$ cat config.mk
export PLATFORM = sky130hd
export DESIGN_NAME = spd_color
export DESIGN_NICKNAME = d
export VERILOG_FILES = /design/src/design/spd_pkg.sv /design/src/design/spd_ram.sv /design/src/design/spd_color.sv
export VERILOG_INCLUDE_DIRS = /design/src /design/src/design
export SDC_FILE = /design/constraint.sdc
export NUM_CORES = 2
export LEC_CHECK = 0
export BUFFER_PORTS_ARGS = -buffer_cell sky130_fd_sc_hd__buf_2
export CAP_MARGIN = 25
export CORE_MARGIN = 4
export CORE_UTILIZATION = 45
export DETAILED_ROUTE_END_ITERATION = 12
export GPL_ROUTABILITY_DRIVEN = 0
export SLEW_MARGIN = 20
export SYNTH_ARGS = -nofsm -noshare
export SYNTH_HDL_FRONTEND = slang
export SYNTH_SLANG_ARGS = --single-unit
$ cat constraint.sdc
create_clock -name clk -period 3 [get_ports clk]
set_clock_uncertainty 0.2 [all_clocks]
set_input_delay 0.6 -clock clk [delete_from_list [all_inputs] [get_ports clk]]
set_output_delay 0.6 -clock clk [all_outputs]
set_load 0.005 [all_outputs]
$ cat src/design/assert_macros.svh
// Assertion macros shared by the sprite pixel decoder modules.
// Each macro samples on the rising edge of clk and is disabled while rst_n is low.
`ifndef ASSERT_MACROS_SVH
`define ASSERT_MACROS_SVH

// Checks a property that holds at every edge.
`define SPD_ASSERT(lbl, prop, msg) \
    lbl: assert property (@(posedge clk) disable iff (!rst_n) (prop)) \
        else $error(msg);

// Checks that a condition in one cycle implies another in the next cycle.
`define SPD_ASSERT_NEXT(lbl, ante, cons, msg) \
    `SPD_ASSERT(lbl, (ante) |=> (cons), msg)

`endif

$ cat src/design/spd_pkg.sv
// Package for the sprite pixel decoder: sizes, codes and shared types.
// Used by every module and interface of the block.
package spd_pkg;

    localparam int GRAPHICS_BYTES = 49152;
    localparam int PLANE_SIZE     = GRAPHICS_BYTES / 3;
    localparam int TOP_SIZE       = GRAPHICS_BYTES - 2 * PLANE_SIZE;
    localparam int PLANE_AW       = $clog2(PLANE_SIZE);
    localparam int TOP_AW         = $clog2(TOP_SIZE);
    localparam int OFFSET_W       = 14;
    localparam int BYTE_W         = 8;
    localparam int CLUT_DEPTH     = 256;
    localparam int CLUT_AW        = 8;
    localparam int COLOUR_W       = 5;
    localparam int POS_W          = 9;

    localparam int ATTR_CODE_HI   = 5;
    localparam int ATTR_NO_FLIP_X = 6;
    localparam int ATTR_NO_FLIP_Y = 7;

    localparam logic [8:0] COLOR_BASE = 9'h010;

    typedef enum logic [1:0] {
        MODE_GFX    = 2'd0,
        MODE_CLUT   = 2'd1,
        MODE_RENDER = 2'd2
    } mode_t;

    typedef struct packed {
        logic                valid;
        logic [2:0]          pen;
        logic [COLOUR_W-1:0] colour;
        logic [POS_W-1:0]    px;
        logic [POS_W-1:0]    py;
    } fetch_t;

    typedef struct packed {
        logic               we;
        logic [CLUT_AW-1:0] addr;
        logic [BYTE_W-1:0]  data;
    } clut_wr_t;

endpackage

$ cat src/design/spd_ram.sv
// Generic byte-wide synchronous RAM with one write port and NRD registered read ports.
// Depends on spd_pkg for the byte width.
module spd_ram import spd_pkg::*;
#(
    parameter int DEPTH = 256,
    parameter int AW    = $clog2(DEPTH),
    parameter int NRD   = 1
)
(
    input  logic                       clk,
    input  logic                       we,
    input  logic [AW-1:0]              waddr,
    input  logic [BYTE_W-1:0]          wdata,
    input  logic                       re,
    input  logic [NRD-1:0][AW-1:0]     raddr,
    output logic [NRD-1:0][BYTE_W-1:0] rdata
);

    logic [BYTE_W-1:0] mem [DEPTH];

    always_ff @(posedge clk)
    begin
        if (we)
        begin
            mem[waddr] <= wdata;
        end
    end

    always_ff @(posedge clk)
    begin
        if (re)
        begin
            for (int i = 0; i < NRD; i++)
            begin
                rdata[i] <= mem[raddr[i]];
            end
        end
    end

endmodule

$ cat src/design/spd_color.sv
// Colour table and output register of the sprite pixel decoder.
// Depends on spd_pkg, spd_ram and assert_macros.svh.
`include "assert_macros.svh"

module spd_color import spd_pkg::*;
(
    input  logic             clk,
    input  logic             rst_n,
    input  fetch_t           fetch,
    input  clut_wr_t         clut_wr,
    output logic             advance,
    output logic             out_valid,
    input  logic             out_ready,
    output logic [POS_W-1:0] out_x,
    output logic [POS_W-1:0] out_y,
    output logic [8:0]       out_color,
    output logic [2:0]       out_pen
);

    logic                   s2_valid_reg;
    logic                   s2_valid_next;
    logic [POS_W-1:0]       px_reg;
    logic [POS_W-1:0]       py_reg;
    logic [2:0]             pen_reg;
    logic                   rd_en;
    logic [0:0][BYTE_W-1:0] clut_q;

    assign advance = !s2_valid_reg || out_ready;
    assign rd_en   = advance && fetch.valid;

    spd_ram #(.DEPTH(CLUT_DEPTH), .AW(CLUT_AW), .NRD(1)) u_clut (
        .clk   (clk),
        .we    (clut_wr.we),
        .waddr (clut_wr.addr),
        .wdata (clut_wr.data),
        .re    (rd_en),
        .raddr ({fetch.colour, fetch.pen}),
        .rdata (clut_q)
    );

    // A transparent pen drops the item here.
    always_comb
    begin
        s2_valid_next = s2_valid_reg;
        if (advance)
        begin
            s2_valid_next = fetch.valid && (fetch.pen != 3'd0);
        end
    end

    always_ff @(posedge clk or negedge rst_n)
    begin
        if (!rst_n)
        begin
            s2_valid_reg <= 1'b0;
        end
        else
        begin
            s2_valid_reg <= s2_valid_next;
        end
    end

    always_ff @(posedge clk)
    begin
        if (rd_en)
        begin
            px_reg  <= fetch.px;
            py_reg  <= fetch.py;
            pen_reg <= fetch.pen;
        end
    end

    assign out_valid = s2_valid_reg;
    assign out_x     = px_reg;
    assign out_y     = py_reg;
    assign out_color = COLOR_BASE + {1'b0, clut_q[0]};
    assign out_pen   = pen_reg;

    `SPD_ASSERT(a_pen_nonzero, s2_valid_reg |-> (pen_reg != 3'd0),
                "transparent pen reached the output")
    `SPD_ASSERT_NEXT(a_out_holds, s2_valid_reg && !out_ready,
                     s2_valid_reg && $stable(pen_reg) && $stable(px_reg),
                     "stalled output register changed")

endmodule

* After elaboration in Yosys (flattened, before gate mapping)
Memory sizes are Yosys's and may differ from the RTL's. A register that Yosys moved wholly into a read port is not among the register bits.
Cells that the tools add are included.
** Storage, ports and cells
- Register bits :: 22
- Memory bits (writable) :: 2048
- Bits of input ports :: 47
- Output and inout bits :: 32
- Word-level logic and storage cells :: 13
- Memories kept :: 1
** Cells by class
- $add $sub $neg :: 1
- Multiplexer cells :: 2
- Reduce and logical (&&, ||, !) cells :: 5
** Memory list
- u_clut.mem :: words 256, bits a word 8, read ports 1, clocked after memory_dff 1, wr ports 1, line spd_ram.sv:19 : logic [BYTE_W-1:0] mem [DEPTH];
** Operators by type and width (count)
- 5-bit by 8-bit adder with 9-bit output, first input constant :: 1
- 3-bit nonzero test :: 1
- 1-bit logical AND :: 2
- 1-bit 2-to-1 mux :: 2
- 1-bit zero test :: 1
- 1-bit logical OR :: 1

* Longest topological paths before layout
- Depth in word-level cells :: 3
- Mapped depth :: 12
- Depth with buffers taken out :: 6

* Hierarchy
A second synthesis with hierarchy kept.
** Unflattened totals
- Cell total of the unflattened synthesis :: 3765
- Area, all modules :: 80369.6 um^2
** Modules (own cells, without submodules)
- spd_ram :: times used 1, cells an instance 3733, area an instance 79636.4 um^2, seq. area each 61739.2 um^2
- spd_color :: times used 1, cells an instance 32, area an instance 733.2 um^2, seq. area each 655.6 um^2

* Worst setup path before layout
OpenSTA, ideal clock, no wires.
- Kind :: input port to flip-flop
- From :: input port fetch[23] in the netlist's numbering
- To :: register u_clut.rdata[0] in the netlist's numbering, read port of u_clut.mem (data pin)
- Arrival time :: 2423 ps
- Path slack :: 106 ps
- Stages on the path :: 9
- Path buffers :: 4
- Cell sequence :: buf_6 -> buf_12 -> buf_6 -> buf_2 -> mux4_2 -> a22oi_1 -> a21oi_1 -> nor4_1 -> a211oi_2
** RTL lines
- start, declared :: line spd_color.sv:9 : input fetch_t fetch,
- end, declared :: line spd_ram.sv:16 : output logic [NRD-1:0][BYTE_W-1:0] rdata

==> metrics.cfg <==
[timing]
rsz0062_at_grt=no
timing.fmax_mhz=342
hold_viol=0
drv_slew=0
finalHoldWorstSlack_ns=0.106
min_period_over_period_pct=97.5
setup-tns-final_ns=0
tightest_slew_ns=0.825
relSlewSlack_pct=44.7
finalCriticalPeriod_ns=2.92
setup_violations=0
setup_ws_ns=0.0763

[yosys]
synth_area_leaders=edfxtp_1 77%, mux4_2 12%, a22oi_1 1.7%
synth-seq-cells=2078
ys_seq_area_share_pct=77.5
syn_area_sq_mm=0.0805
syn_inst=3767
async_reset_ff_share_pct=0.0481
synth_edf_count=2077
synthesis.nets=3815
synthDistinctLibCells=64
yosys_warnings=0
synth_top_area_share_pct=77.5
synth.largest_area_cell=edfxtp_1
synthFlopType=edfxtp_1
synth_area_per_cell_sq_um=21.4

[routing]
postRouteAntennaNets=0
drtIter0Drc=4500
vias_per_cell=5.86
wl_per_cell_microns=29.5
num_vias=41700
drc=0
first_pass_iters=6
wl_microns=210000

[setup_path]
timing.rr.start=u_clut.mem[58][1]
worst-setup-path-type=input port to flop
cpPeakStageDelay_ns=0.52
critical_path.top_delay_family=buffers and inverters
r2r-end=u_clut.rdata[1]
critPathCapture=u_clut.rdata[5]
worstSetupPathDepth=11
reg2reg_depth=7
crit_buf_inv=5
cp_data_required_time_ns=3.41
cp_data_arrival_time_ns=3.34
cp-end-kind=flop
crit_start=fetch[23]
critPathSlowestCell=mux4_2
worstPathCellList=buf_8 > buf_12 > buf_4 > mux4_2 > a22o_1 > a221oi_1 > o32ai_1 > buf_4 > a211oi_2 > buf_4 > nor4_1
start_kind=input port
cp_max_fo=18
crit_path_frequent_cell=buf_4
r2r_setup_slack_ns=0.20

[global_routing]
grt_pass1_wl_microns=304000
grt.overflow.total=0
grt_pass1_vias=42400
antenna_found_initial=13
grtUsageTotal_pct=22.6
grt_max_degree=88

[floorplan]
ios=79
rows=154
die_height_microns=431
core_sq_mm=0.177
dieArea_sq_mm=0.186
die_w_microns=431
initial_core_util_pct=45.5

[place]
placed_area_sq_mm=0.0892
dpl_worst_slack_ns=-0.974
dp_hpwl_microns=138000
portBuffers=78

[finish]
drive_above_1_share_pct=33.9
area_growth_pct=19.4
stdcell_area_sq_mm=0.0961
nets=4651

[power_and_ir_drop]
clkPwrFrac_pct=41.3
p_per_area_mw_per_mm2=630
p_sw_mw=13.1
p_int_mw=47.5
combPwrFrac_pct=5.8
leakage_nw=31.5
ir_drop_uv=508
pwr-share-seq_pct=53.0
switching_share_pct=21.7
finalPower_mw=60.6

[clocking]
cts_tree=built
cts_sinks=2078
worstSkewPairLatency_ns=0.86
clk_pin_slew_ns=0.06
numCtsBuffers=205
cts_htree_levels=4
cts-root-buf=clkbuf_16
postCtsSetupBuffers=0
cts_buffer_depth=3

[min_path]
worstHoldPathType=input port to flop

[status]
outcome=complete, no violations

[flow_run]
max_cap_violations=0

==> worst min path at each step <==
stage | to | slack [ns] | cells past startpoint | startpoint
final | u_clut.mem[84][4] | 0.11 | 1 | clut_wr[4]
after global routing | u_clut.mem[84][4] | 0.09 | 1 | clut_wr[4]
after CTS | u_clut.mem[75][5] | 0.05 | 1 | clut_wr[5]
after detailed placement | out_valid | 0.18 | 1 | rst_n
after global placement | out_valid | 0.17 | 1 | rst_n
after floorplan | out_valid | 0.10 | 0 | rst_n
==> Yosys cell counts, drive strengths merged (10+ instances only) <==
cell    count
edfxtp   2077
mux4      447
nor2      281
a22oi     178
buf       154
mux2i     113
a21oi      88
clkbuf     86
nand2      41
o221ai     38
nand3      29
o22ai      26
nor4       22
a211oi     20
nor2b      20
a221oi     16
mux2       15
a22o       14
nand4      12
o21ai      11
nand2b     10
==> cells in the final DEF, fill, tap and decap left out, drive strengths merged, types with 4 or more instances in the layout <==
master,Yosys,layout
o21ai,11,11
and3,5,5
edfxtp,2077,2077
nor3,9,9
a31oi,9,9
clkbuf,86,244
o22ai,26,26
a211oi,20,20
bufinv,0,15
nand3,29,29
mux2,15,15
clkinv,0,110
and2,5,5
mux4,447,447
nand2b,10,10
nand4,12,12
buf,154,838
a221oi,16,16
dlygate4sd3,0,30
clkinvlp,0,4
a21oi,88,88
inv,3,10
nor4,22,22
a22o,14,14
nor2,281,281
a22oi,178,178
or4,6,6
mux2i,113,113
nor2b,20,20
o221ai,38,38
diode,0,6
nand2,41,41
==> cells by family (layout without fill, tap and decap cells) <==
kind of cell,count (synthesis),count (layout),synth area share (%)
and+or+nand+nor,450,450,2.47
adders and majority gates,1,1,0.0155
AOI/OAI and AO/OA,417,417,3.76
buffers and inverters,244,1251,2.08
other,0,6,0
xor gates and xnor gates,2,2,0.0218
muxes,575,575,14.2
DFF,2078,2078,77.5
==> state kept, by name, indices dropped and copies added (netlist names) <==
signal,flops
out_y,9
u_clut.mem,2048
out_pen,3
out_valid,1
u_clut.rdata,8
out_x,9
==> power by group through the flow <==
| stage | combinational (mW) | sequential, mW | clock [mW] |
|---|---|---|---|
| 3_5_place_dp | 3.48 | 32.7 | 0 |
| 6_report | 3.50 | 32.1 | 25.0 |
| 3_3_place_gp | 3.45 | 32.7 | 0 |
| 4_1_cts | 3.52 | 32.1 | 25.5 |
| 5_1_grt | 3.69 | 32.1 | 26.8 |
| 2_1_floorplan | 1.59 | 32.7 | 0 |
==> final cells by class <==
class	instances	area, sq um
Fill cell	13500	81000
Sequential cell	2078	62400
Multi-Input combinational cell	1445	16500
Timing Repair Buffer	870	7680
Clock buffer	242	5290
Tap cell	2340	2930
Clock inverter	136	1260
Antenna cell	6	15.0
Inverter	3	11.3
==> through the flow <==
stage / instances / util [%]
2_1_floorplan: 3767 / -
3_3_place_gp: 6706 / 50.4
3_5_place_dp: 6706 / 50.4
4_1_cts: 7114 / 54.3
5_1_grt: 7117 / 54.3
6_report: 7120 / 54.3
==> layer usage <==
layer / up-vias / track usage (%) / part of all wire (%)
met5: - / 0 / 0.0062
met4: 2 / 7.48 / 3.2
met3: 331 / 3.67 / 6.6
met2: 1643 / 36.4 / 49
met1: 22200 / 31.7 / 42
li1: 17500 / - / -
==> repair_timing <==
item                       in CTS  in global routing
gates resized for setup         2                  0
hold buffers                   30                  0
setup endpoints to repair       2                  0
hold endpoints to repair      197                  0
Note: power is estimated with default switching activity, not from simulation.
